==> src/rtl/rtp_pkg.sv <==
// Shared types, constants and the character decode for the radix text parser.
package rtp_pkg;

  localparam logic [7:0] CH_MINUS    = 8'h2D;
  localparam logic [7:0] CH_ZERO     = 8'h30;
  localparam logic [7:0] CH_NINE     = 8'h39;
  localparam logic [7:0] CH_LOWER_A  = 8'h61;
  localparam logic [7:0] CH_LOWER_Z  = 8'h7A;
  localparam logic [7:0] CH_UPPER_A  = 8'h41;
  localparam logic [7:0] CH_UPPER_Z  = 8'h5A;
  localparam logic [6:0] NOT_A_DIGIT = 7'd99;
  localparam logic [5:0] MIN_BASE    = 6'd2;
  localparam logic [5:0] MAX_BASE    = 6'd36;

  localparam logic [5:0] BASE_RESET  = 6'd10;
  localparam logic       SIGNED_RESET = 1'b1;
  localparam logic [1:0] WIDTH_RESET = 2'd2;

  // Configuration register indexes
  typedef enum logic [1:0] {
    REG_NUMBER_BASE  = 2'd0,
    REG_SIGNED_MODE  = 2'd1,
    REG_WIDTH_SELECT = 2'd2
  } reg_index_t;

  typedef enum logic [1:0] {
    ST_OK      = 2'd0,
    ST_INVALID = 2'd1,
    ST_RANGE   = 2'd2
  } status_t;

  typedef enum logic [1:0] {
    WSEL_8  = 2'd0,
    WSEL_16 = 2'd1,
    WSEL_32 = 2'd2,
    WSEL_64 = 2'd3
  } width_sel_t;

  typedef struct packed {
    logic [5:0] number_base;
    logic       signed_mode;
    logic [1:0] width_select;
  } cfg_t;

  typedef struct packed {
    logic [63:0] magnitude;
    logic        overflowed;
    logic        is_negative;
    logic        seen_digit;
    logic        field_ended;
  } parse_state_t;

  function automatic logic [6:0] digit_value(input logic [7:0] ch);
    logic [7:0] d;
    d = {1'b0, NOT_A_DIGIT};
    if (ch inside {[CH_ZERO:CH_NINE]}) begin
      d = ch - CH_ZERO;
    end else if (ch inside {[CH_LOWER_A:CH_LOWER_Z]}) begin
      d = ch - CH_LOWER_A + 8'd10;
    end else if (ch inside {[CH_UPPER_A:CH_UPPER_Z]}) begin
      d = ch - CH_UPPER_A + 8'd10;
    end
    return d[6:0];
  endfunction

  // Full-width mask of the selected result width
  function automatic logic [63:0] width_mask(input logic [1:0] wsel);
    logic [63:0] m;
    case (wsel)
      WSEL_8:  m = 64'h0000_0000_0000_00FF;
      WSEL_16: m = 64'h0000_0000_0000_FFFF;
      WSEL_32: m = 64'h0000_0000_FFFF_FFFF;
      WSEL_64: m = 64'hFFFF_FFFF_FFFF_FFFF;
      default: m = 64'hFFFF_FFFF_FFFF_FFFF;
    endcase
    return m;
  endfunction

endpackage

==> src/rtl/rtp_step.sv <==
// One character step of the parse: sign, digit decode, multiply-accumulate and range check.
module rtp_step (
  input  logic [7:0]            character,
  input  logic                  count_zero,
  input  rtp_pkg::cfg_t         cfg,
  input  rtp_pkg::parse_state_t state,
  output rtp_pkg::parse_state_t state_nxt,
  output logic                  count_up
);

  logic [6:0]  digit;
  logic        base_ok;
  logic        at_start;
  logic        take_minus;
  logic        take_digit;
  logic [63:0] half;
  logic [63:0] limit;
  logic [69:0] product;

  assign digit    = rtp_pkg::digit_value(character);
  assign base_ok  = (cfg.number_base >= rtp_pkg::MIN_BASE) &&
                    (cfg.number_base <= rtp_pkg::MAX_BASE);
  assign at_start = count_zero && !state.is_negative && !state.seen_digit;

  assign take_minus = at_start && cfg.signed_mode && (character == rtp_pkg::CH_MINUS);
  assign take_digit = base_ok && (digit < {1'b0, cfg.number_base});

  // Largest magnitude the selected range can hold
  always_comb begin
    half = (rtp_pkg::width_mask(cfg.width_select) >> 1) + 64'd1;
    if (cfg.signed_mode) begin
      limit = state.is_negative ? half : half - 64'd1;
    end else begin
      limit = rtp_pkg::width_mask(cfg.width_select);
    end
  end

  // m*b + d > limit is the same test as m > (limit - d) / b
  assign product = 70'(state.magnitude) * 70'(cfg.number_base) + 70'(digit);

  always_comb begin
    state_nxt = state;
    count_up  = 1'b0;
    if (!state.field_ended) begin
      if (take_minus) begin
        state_nxt.is_negative = 1'b1;
        count_up              = 1'b1;
      end else if (take_digit) begin
        state_nxt.seen_digit = 1'b1;
        count_up             = 1'b1;
        if (!state.overflowed) begin
          if (product > {6'd0, limit}) begin
            state_nxt.overflowed = 1'b1;
          end else begin
            state_nxt.magnitude = product[63:0];
          end
        end
      end else begin
        state_nxt.field_ended = 1'b1;
      end
    end
  end

endmodule

==> src/rtl/radix_integer_text_parser.sv <==
// Top level of the streaming radix 2..36 integer text parser.
//
//  channel | direction | handshake           | payload
//  in      | input     | in_valid / in_stall | in_character[7:0], in_last
//  out     | output    | out_valid/out_stall | out_value[63:0], out_status[1:0],
//          |           |                     | out_consumed_chars[15:0]
//  cfg     | input     | cfg_wr_en           | cfg_index[1:0], cfg_data[5:0]
//
// One character per cycle while in_stall is low; a buffer's result is registered in the
// output register as its last character leaves the input register. The per-character
// multiply-accumulate (64 x 6 bits) and range compare sit in one stage between the two.
// Reset (synchronous, rst_n low) loads the default configuration and clears parse state.
// A stalled result holds in the output register while other characters keep flowing;
// input stalls only while a last character waits in the input register behind it.
module radix_integer_text_parser #(
  parameter int COUNT_BITS = 16
) (
  input  logic        clk,
  input  logic        rst_n,

  input  logic        in_valid,
  output logic        in_stall,
  input  logic [7:0]  in_character,
  input  logic        in_last,

  output logic        out_valid,
  input  logic        out_stall,
  output logic [63:0] out_value,
  output logic [1:0]  out_status,
  output logic [15:0] out_consumed_chars,

  input  logic        cfg_wr_en,
  input  logic [1:0]  cfg_index,
  input  logic [5:0]  cfg_data
);

  rtp_pkg::cfg_t         cfg_r;
  rtp_pkg::parse_state_t state_r;
  rtp_pkg::parse_state_t step_state;
  rtp_pkg::parse_state_t state_nxt;
  logic [COUNT_BITS-1:0] count_r;
  logic [COUNT_BITS-1:0] count_step;
  logic [COUNT_BITS-1:0] count_nxt;
  logic                  count_up;

  logic                  in_valid_r;
  logic [7:0]            in_character_r;
  logic                  in_last_r;
  logic                  advance;
  logic                  in_take;

  logic                  out_valid_r;
  logic [63:0]           out_value_r;
  logic [1:0]            out_status_r;
  logic [15:0]           out_consumed_r;
  logic [63:0]           value_nxt;
  logic [1:0]            status_nxt;
  logic [15:0]           consumed_nxt;

  // Configuration
  always_ff @(posedge clk) begin
    if (!rst_n) begin
      cfg_r.number_base  <= rtp_pkg::BASE_RESET;
      cfg_r.signed_mode  <= rtp_pkg::SIGNED_RESET;
      cfg_r.width_select <= rtp_pkg::WIDTH_RESET;
    end else if (cfg_wr_en) begin
      case (cfg_index)
        rtp_pkg::REG_NUMBER_BASE:  cfg_r.number_base  <= cfg_data;
        rtp_pkg::REG_SIGNED_MODE:  cfg_r.signed_mode  <= cfg_data[0];
        rtp_pkg::REG_WIDTH_SELECT: cfg_r.width_select <= cfg_data[1:0];
        default: ;
      endcase
    end
  end

  // A character without last never needs the output register
  assign advance  = in_valid_r && (!in_last_r || !out_valid_r || !out_stall);
  assign in_stall = in_valid_r && !advance;
  assign in_take  = in_valid && !in_stall;

  always_ff @(posedge clk) begin
    if (!rst_n) begin
      in_valid_r <= 1'b0;
    end else if (in_take) begin
      in_valid_r <= 1'b1;
    end else if (advance) begin
      in_valid_r <= 1'b0;
    end
  end

  always_ff @(posedge clk) begin
    if (in_take) begin
      in_character_r <= in_character;
      in_last_r      <= in_last;
    end
  end

  rtp_step u_step (
    .character  (in_character_r),
    .count_zero (count_r == '0),
    .cfg        (cfg_r),
    .state      (state_r),
    .state_nxt  (step_state),
    .count_up   (count_up)
  );

  // Saturate the consumed count
  assign count_step = (count_up && (count_r != '1)) ? count_r + 1'b1 : count_r;

  always_comb begin
    value_nxt    = '0;
    consumed_nxt = '0;
    if (!step_state.seen_digit) begin
      status_nxt = rtp_pkg::ST_INVALID;
    end else if (step_state.overflowed) begin
      status_nxt   = rtp_pkg::ST_RANGE;
      consumed_nxt = 16'(count_step);
    end else begin
      status_nxt   = rtp_pkg::ST_OK;
      consumed_nxt = 16'(count_step);
      value_nxt    = (step_state.is_negative ? (64'd0 - step_state.magnitude)
                                             : step_state.magnitude)
                     & rtp_pkg::width_mask(cfg_r.width_select);
    end
  end

  // Advance the parse on each character that moves on, and clear it after the last character of a buffer
  always_comb begin
    state_nxt = state_r;
    count_nxt = count_r;
    if (advance) begin
      if (in_last_r) begin
        state_nxt = '0;
        count_nxt = '0;
      end else begin
        state_nxt = step_state;
        count_nxt = count_step;
      end
    end
  end

  always_ff @(posedge clk) begin
    if (!rst_n) begin
      state_r <= '0;
      count_r <= '0;
    end else begin
      state_r <= state_nxt;
      count_r <= count_nxt;
    end
  end

  always_ff @(posedge clk) begin
    if (!rst_n) begin
      out_valid_r <= 1'b0;
    end else if (advance && in_last_r) begin
      out_valid_r <= 1'b1;
    end else if (!out_stall) begin
      out_valid_r <= 1'b0;
    end
  end

  always_ff @(posedge clk) begin
    if (advance && in_last_r) begin
      out_value_r    <= value_nxt;
      out_status_r   <= status_nxt;
      out_consumed_r <= consumed_nxt;
    end
  end

  assign out_valid          = out_valid_r;
  assign out_value          = out_value_r;
  assign out_status         = out_status_r;
  assign out_consumed_chars = out_consumed_r;

  // An invalid argument carries neither value nor count
  a_invalid_zero : assert property (@(posedge clk) disable iff (!rst_n)
    (out_valid_r && (out_status_r == rtp_pkg::ST_INVALID))
      |-> (out_value_r == '0) && (out_consumed_r == '0))
    else $error("invalid result with nonzero value or count");

  a_range_zero : assert property (@(posedge clk) disable iff (!rst_n)
    (out_valid_r && (out_status_r == rtp_pkg::ST_RANGE)) |-> (out_value_r == '0))
    else $error("out-of-range result with nonzero value");

  // Once the field has ended it stays ended until the buffer closes
  a_field_end_holds : assert property (@(posedge clk) disable iff (!rst_n)
    (state_r.field_ended && !(advance && in_last_r)) |=> state_r.field_ended)
    else $error("field end dropped inside a buffer");

  a_no_digit_no_overflow : assert property (@(posedge clk) disable iff (!rst_n)
    state_r.overflowed |-> state_r.seen_digit)
    else $error("overflow without a digit");

endmodule
==> config.mk <==
export PLATFORM = sky130hd
export DESIGN_NAME = radix_integer_text_parser
export DESIGN_NICKNAME = d
export VERILOG_FILES = /design/src/rtl/rtp_pkg.sv /design/src/rtl/rtp_step.sv /design/src/rtl/radix_integer_text_parser.sv
export SDC_FILE = /design/constraint.sdc
export NUM_CORES = 1
export LEC_CHECK = 0
export BUFFER_PORTS_ARGS = -buffer_cell sky130_fd_sc_hd__buf_4
export CORE_MARGIN = 5
export CORE_UTILIZATION = 30
export DETAILED_ROUTE_END_ITERATION = 10
export GPL_TIMING_DRIVEN = 0
export SETUP_SLACK_MARGIN = 0.05
export SYNTH_ARGS = -nofsm -noshare
export SYNTH_HDL_FRONTEND = slang
export SYNTH_SLANG_ARGS = --single-unit
==> constraint.sdc <==
create_clock -name clk -period 11.2 [get_ports clk]
set_input_delay 0.56 -clock clk [delete_from_list [all_inputs] [get_ports clk]]
set_output_delay 0.56 -clock clk [all_outputs]
set_load 0.005 [all_outputs]
==> results.txt, run 1 <==
Core Box Area -> 0.08837 mm²
WS Path Type -> reg2reg
Starting Density -> 0.3020
# port buffers -> 104
Hold Slack -> 0.2434 ns
post-DR vias/cell -> 5.439
cell area after layout -> 0.03054 mm²
fmax -> 0.09030 GHz
setup TNS -> 0 ns
critical path peak fanout -> 10
number of CTS-inserted buffers -> 17
Worst-path clk slew -> 0.07 ns
Final min period -> 11.07 ns
grt ovf -> 0
clock tree buffer depth -> 2
Die Y -> 308.3 µm
total chip power -> 1.596 mW
crit share post-route -> 0.9888
syn nets -> 3,718
number of flops mapped to enable cells by yosys -> 91
final hold vios -> 0
number of hold buffers added after CTS -> 0
main flop type after synthesis -> dfxtp_1
fraction of registers with async set or reset after synthesis -> 0
Synth area leader -> fa_1
Final #Nets -> 3,852
drt drc -> 0
H-tree levels -> 4
Setup WS post-layout -> 0.1260 ns
later-pin clock latency in the skew report -> 0.52 ns
CP Data Arrival Time -> 11.37 ns
Die W -> 308.3 µm
Placed Cells -> 4,486
Slew Limit Headroom -> 0.1097
Post-Syn Instances -> 3,216
DP HPWL -> 79.31 mm
n_diodes -> 0
maximum VDD drop -> 125.5 µV
Area contributors post-synth -> fa_1 (19%), ha_1 (11%), edfxtp_1 (10%), dfxtp_1 (7.1%), nand2_1 (6.4%)
synthesized area -> 0.02669 mm²
Worst path slowest cell -> or4b_4
clock sink count -> 186
critical path's top delay family -> simple AND/OR/NAND/NOR gates
Setup violations, final -> 0
largest net degree at the start of global routing -> 49
first-pass GRT wire length -> 149.8 mm
CP startpoint kind -> register
Cell variety after synth -> 99
routability cong. -> 0.9993
Post-Layout Cell Count -> 4,528
GRT Util Overall -> 0.2044
share of layout cells above drive strength 1 -> 0.1148
DRT Wirelength -> 99.81 mm
WP data required -> 11.49 ns
final core occ -> 0.3456
IO Count -> 106
vias in the first global route -> 23,770
clk root buf -> clkbuf_16
Hold WC Path Type -> in2reg
register bit total from synthesis -> 186
count of pins over their slew limit -> 0
slew at the pin with the worst max-slew slack -> 1.331 ns
Area Growth Syn to Fin -> 14.42%
Synth top area share -> 0.1897
initial antenna violation count -> 4
slowest stage delay, CP -> 0.59 ns
DRT antenna net count -> 0
pwr dens -> 52.26 mW/mm²
status -> completed
CTS tree -> built
Worst Clk Skew -> 0.04225 ns
post-synthesis sequential area ratio -> 0.1736
Leak -> 13.57 nW
max cap viols -> 0
warnings from Yosys -> 0
placed instance area -> 0.02896 mm²
placement row count -> 109
CP Capture Type -> register
dpl ws -> -3.829 ns
WL/cell -> 22.04 µm
Vias -> 24,630
die area -> 0.09504 mm²
worst path buffer plus inverter count -> 11
Synth Area per Inst -> 8.300 µm²
1st-iter DRT viols -> 2,392
drt first pass iters -> 6
[kinds of logic (layout without fill, tap and decap cells)]
logic type,Yosys count,after routing,synth area share
flip-flops,186,186,0.1736
adder cells (fa/ha/maj),480,480,0.2961
XOR/XNOR,108,108,0.03544
AO/OA/AOI/OAI,583,583,0.1414
buffers and inverters,489,636,0.07359
multiplexers,100,100,0.03867
AND/OR/NAND/NOR,1270,1270,0.2411
[cell type report]
type                    instances  area [µm²]
plain buffers                 204        1147
fillers                      9304       57830
clock buffers                  19       442.9
multi-input cells            2541       20710
flip-flops and latches        186        4636
repair buffers                122       948.4
well taps                    1165        1458
clock inverters                13       157.7
inverters                     278        1046
[state kept, by name, summed over array words and instances, names as in the netlist]
name                cells
cfg_r                   9
count_r                16
in_character_r          8
in_last_r               1
in_valid_r              1
out_consumed_chars     16
out_status              2
out_valid               1
out_value              64
state_r                68
[report_power, final]
part | internal (mW) | total, mW | switching [mW]
combinational | 0.0638 | 0.193 | 0.129
clock | 0.342 | 0.675 | 0.333
sequential | 0.720 | 0.729 | 0.00830
[worst reg2reg max path, delay by kind of cell (launching register included)]
kind                       cells  cell delay [ns]
muxes                          2             0.61
and+or+nand+nor               12             3.39
adders and majority gates      7             2.86
DFF                            1             0.37
buffers and inverters         11             1.56
xor gates and xnor gates       1             0.18
AOI/OAI and AO/OA             10             1.89
[cell usage after synthesis (all sizes together), types with 63 or more instances]
library cell  count
nor2b            63
nor2            185
a21oi           159
fa              253
clkbuf          167
dfxtp            95
mux2i            81
edfxtp           91
nor3             67
and2            189
o21ai           146
inv             278
ha              227
nand2           454
[per-layer routing]
layer | up-vias | part of all wire | global-route usage
met2 | 1068 | 0.43 | 0.3151
met5 | - | 0.00027 | 0
met3 | 202 | 0.092 | 0.04388
li1 | 11250 | - | -
met4 | 4 | 0.042 | 0.07649
met1 | 12110 | 0.43 | 0.2822
[final timing paths]
path                                      start           endpoint  slack [ns]  cells past startpoint
worst max-delay path                   cfg_r[5]      out_value[26]        0.13                     43
worst min-delay path            in_character[5]  in_character_r[5]        0.24                      1
worst max register to register         cfg_r[5]      out_value[26]        0.13                     43
worst min register to register        out_valid          out_valid        0.55                      2
[timing repair]
item / CTS / global route
endpoints found under the setup margin: 130 / 26
buffers inserted: 8 / 9
pin swaps: 10 / 17
resized for setup: 145 / 75
[cells in the final DEF, fill, tap and decap left out, types with 78 or more instances in the layout]
cell,synthesis,layout
fa_1,253,252
o21ai_0,134,124
nor2_1,184,180
and2_1,189,189
ha_1,227,223
edfxtp_1,91,91
mux2i_1,80,78
inv_1,278,276
dfxtp_1,95,94
nand2_1,454,453
a21oi_1,157,146
clkbuf_1,166,119
buf_4,4,123
Note: power is estimated with default switching activity, not from simulation.
==> inputs of run 2 (changes only) <==
--- a/config.mk
+++ b/config.mk
@@ -7,9 +7,10 @@
 export LEC_CHECK = 0
 export BUFFER_PORTS_ARGS = -buffer_cell sky130_fd_sc_hd__buf_4
 export CORE_MARGIN = 5
-export CORE_UTILIZATION = 30
+export CORE_UTILIZATION = 55
 export DETAILED_ROUTE_END_ITERATION = 10
 export GPL_TIMING_DRIVEN = 0
+export PLACE_DENSITY = 0.72
 export SETUP_SLACK_MARGIN = 0.05
 export SYNTH_ARGS = -nofsm -noshare
 export SYNTH_HDL_FRONTEND = slang
==> run 2 against run 1 <==
Compared with the run above:
- highest routed layer unchanged
- non-clock buffer count rose by 7
- sequential power is essentially flat
- global-route usage grew 17 points
- fmax grew 0.80%
- core utilization increased by 28 points
- design area shrank 1.5%
- first-iteration DRC count up 13%
- wire length grew 0.94%
- clock skew decreased by 0.023 ns
- via count grew 3.5%
==> results.txt, run 2 (synthesis results as in run 1) <==
number of CTS-inserted buffers -> 17 (unchanged)
clock tree buffer depth -> 2 (unchanged)
most frequent cells in the layout -> nand2_1 (451), inv_1 (276), fa_1 (252)
largest net degree at the start of global routing -> 52 (+6.1%)
clock sink count -> 186 (unchanged)
grt ovf -> 0 (unchanged)
Slew Limit Headroom -> 0.1078 (-0.001812)
Hold WC Path Type -> in2reg
Final #Nets -> 3,860 (+0.21%)
Setup violations, final -> 0 (unchanged)
CP Data Arrival Time -> 11.25 ns (-0.12 ns)
DRT antenna net count -> 0 (unchanged)
crit share post-route -> 0.9809 (-0.007885)
Worst Clk Skew -> 0.01959 ns (-0.02266 ns)
Vias -> 25,490 (+3.5%)
pwr dens -> 52.13 mW/mm² (-0.25%)
WP data required -> 11.46 ns (-0.03 ns)
GRT Util Overall -> 0.3758 (+0.1715)
Top reg by flops -> state_r
fmax -> 0.09103 GHz (+0.80%)
most common cell after layout, fill and taps aside -> nand2_1
share of layout cells above drive strength 1 -> 0.1246 (+0.009814)
count of pins over their slew limit -> 0 (unchanged)
Die W -> 230.3 µm (-25%)
clk root buf -> clkbuf_16
Leak -> 13.69 nW (+0.84%)
die area -> 0.05304 mm² (-44%)
placement row count -> 80 (-27%)
sequential share of power -> 0.464 (+0.008)
status -> completed
cell area after layout -> 0.03010 mm² (-1.5%)
IO Count -> 106 (unchanged)
vias in the first global route -> 25,070 (+5.5%)
switching portion of total power -> 0.3029 (+0.008094)
internal power -> 1.094 mW (-2.8%)
CP Capture Type -> register
CTS tree -> built
drt first pass iters -> 8 (+2)
Worst path slowest cell -> or4b_4
critical path peak fanout -> 10 (unchanged)
Starting Density -> 0.5579 (+0.2559)
post-DR vias/cell -> 6.393 (+18%)
placed instance area -> 0.02827 mm² (-2.4%)
drt drc -> 0 (unchanged)
maximum VDD drop -> 134.2 µV (+6.9%)
first-pass GRT wire length -> 152.6 mm (+1.8%)
number of hold buffers added after CTS -> 0 (unchanged)
DP HPWL -> 81.19 mm (+2.4%)
initial antenna violation count -> 3 (-1)
# port buffers -> 104 (unchanged)
Area Growth Syn to Fin -> 12.75%
Final min period -> 10.99 ns (-0.08831 ns)
most frequent CP cell -> fa_1
CP startpoint kind -> register
slew at the pin with the worst max-slew slack -> 1.333 ns (+0.002708 ns)
Worst-path clk slew -> 0.08 ns (about the same)
Setup WS post-layout -> 0.2143 ns (+0.08832 ns)
critical path's top delay family -> simple AND/OR/NAND/NOR gates
Clock Power Share -> 0.416 (-0.007)
H-tree levels -> 4 (unchanged)
final hold vios -> 0 (unchanged)
DRT Wirelength -> 100.7 mm (+0.94%)
Psw -> 0.4753 mW (+1.0%)
worst path buffer plus inverter count -> 7 (-4)
routability cong. -> 1.008 (+0.87%)
Core Box Area -> 0.04785 mm² (-46%)
WS Path Type -> reg2reg
number of flip-flops in the largest register -> 68 (unchanged)
later-pin clock latency in the skew report -> 0.51 ns (about the same)
WL/cell -> 25.26 µm (+15%)
slowest stage delay, CP -> 0.64 ns (+0.05 ns)
1st-iter DRT viols -> 2,714 (+13%)
max cap viols -> 0 (unchanged)
dpl ws -> -3.771 ns (+0.05866 ns)
Die Y -> 230.3 µm (-25%)
RSZ-0062 raised after global routing -> true
Comb power frac -> 0.120 (about the same)
==> run 2: changes by cell type in the layout (fill, tap and decap cells not counted), sizes merged <==
cell      before  now
clkbuf       176  168
bufinv         2    0
buf          169  183
inv          284  288
mux2          19   20
diode          0    2
clkinvlp       1    0
==> run 2: final cells by class <==
class | count | area, µm²
repair buffers | 130 | 1008
multi-input cells | 2542 | 20940
clock buffers | 18 | 450.4
well taps | 615 | 769.5
inverters | 278 | 1046
plain buffers | 203 | 1094
fillers | 4237 | 17750
flip-flops and latches | 186 | 4639
clock inverters | 14 | 143.9
diodes | 2 | 5.005
==> run 2: per-stage QoR <==
step	utilization	instances	TNS [ns]	power [mW]	hold slack, ns
global route	0.6289	3986	0	1.607	0.2175
finish	0.6291	3988	0	1.569	0.2397
detailed placement	0.5909	3936	-223.56	0.9122	0.5038
global placement	0.5903	3935	-217.09	0.9090	0.4770
CTS	0.6202	3980	0	1.556	0.2125
floorplan	-	3216	0	0.8366	0.4706
==> run 2: what timing repair did <==
action / CTS / global route
resized for setup: 164 / 92
pin swaps: 16 / 22
setup buffers: 13 / 12
endpoints found under the setup margin: 130 / 24
gates cloned: 0 / 1
==> run 2: power by group through the flow <==
stage	registers, mW	clock network, mW	logic [mW]
6_report	0.728	0.653	0.189
5_1_grt	0.729	0.681	0.198
4_1_cts	0.727	0.652	0.177
3_5_place_dp	0.743	0	0.170
3_3_place_gp	0.744	0	0.165
2_1_floorplan	0.741	0	0.0951
==> run 2: metal layers <==
metal | wire, µm | part of all wire | global-route usage
met5 | 34 | 0.00034 | 0
met4 | 5206 | 0.052 | 0.1650
met3 | 12400 | 0.12 | 0.1112
met2 | 43520 | 0.43 | 0.5727
met1 | 39590 | 0.39 | 0.4988
==> run 2: final timing paths <==
path,from,to,slack (ns),cells past startpoint
setup / recovery,cfg_r[8],out_value[30],0.21,41
hold / removal,in_character[6],in_character_r[6],0.24,1
setup reg to reg,cfg_r[8],out_value[30],0.21,41
hold reg to reg,out_valid,out_valid,0.51,2
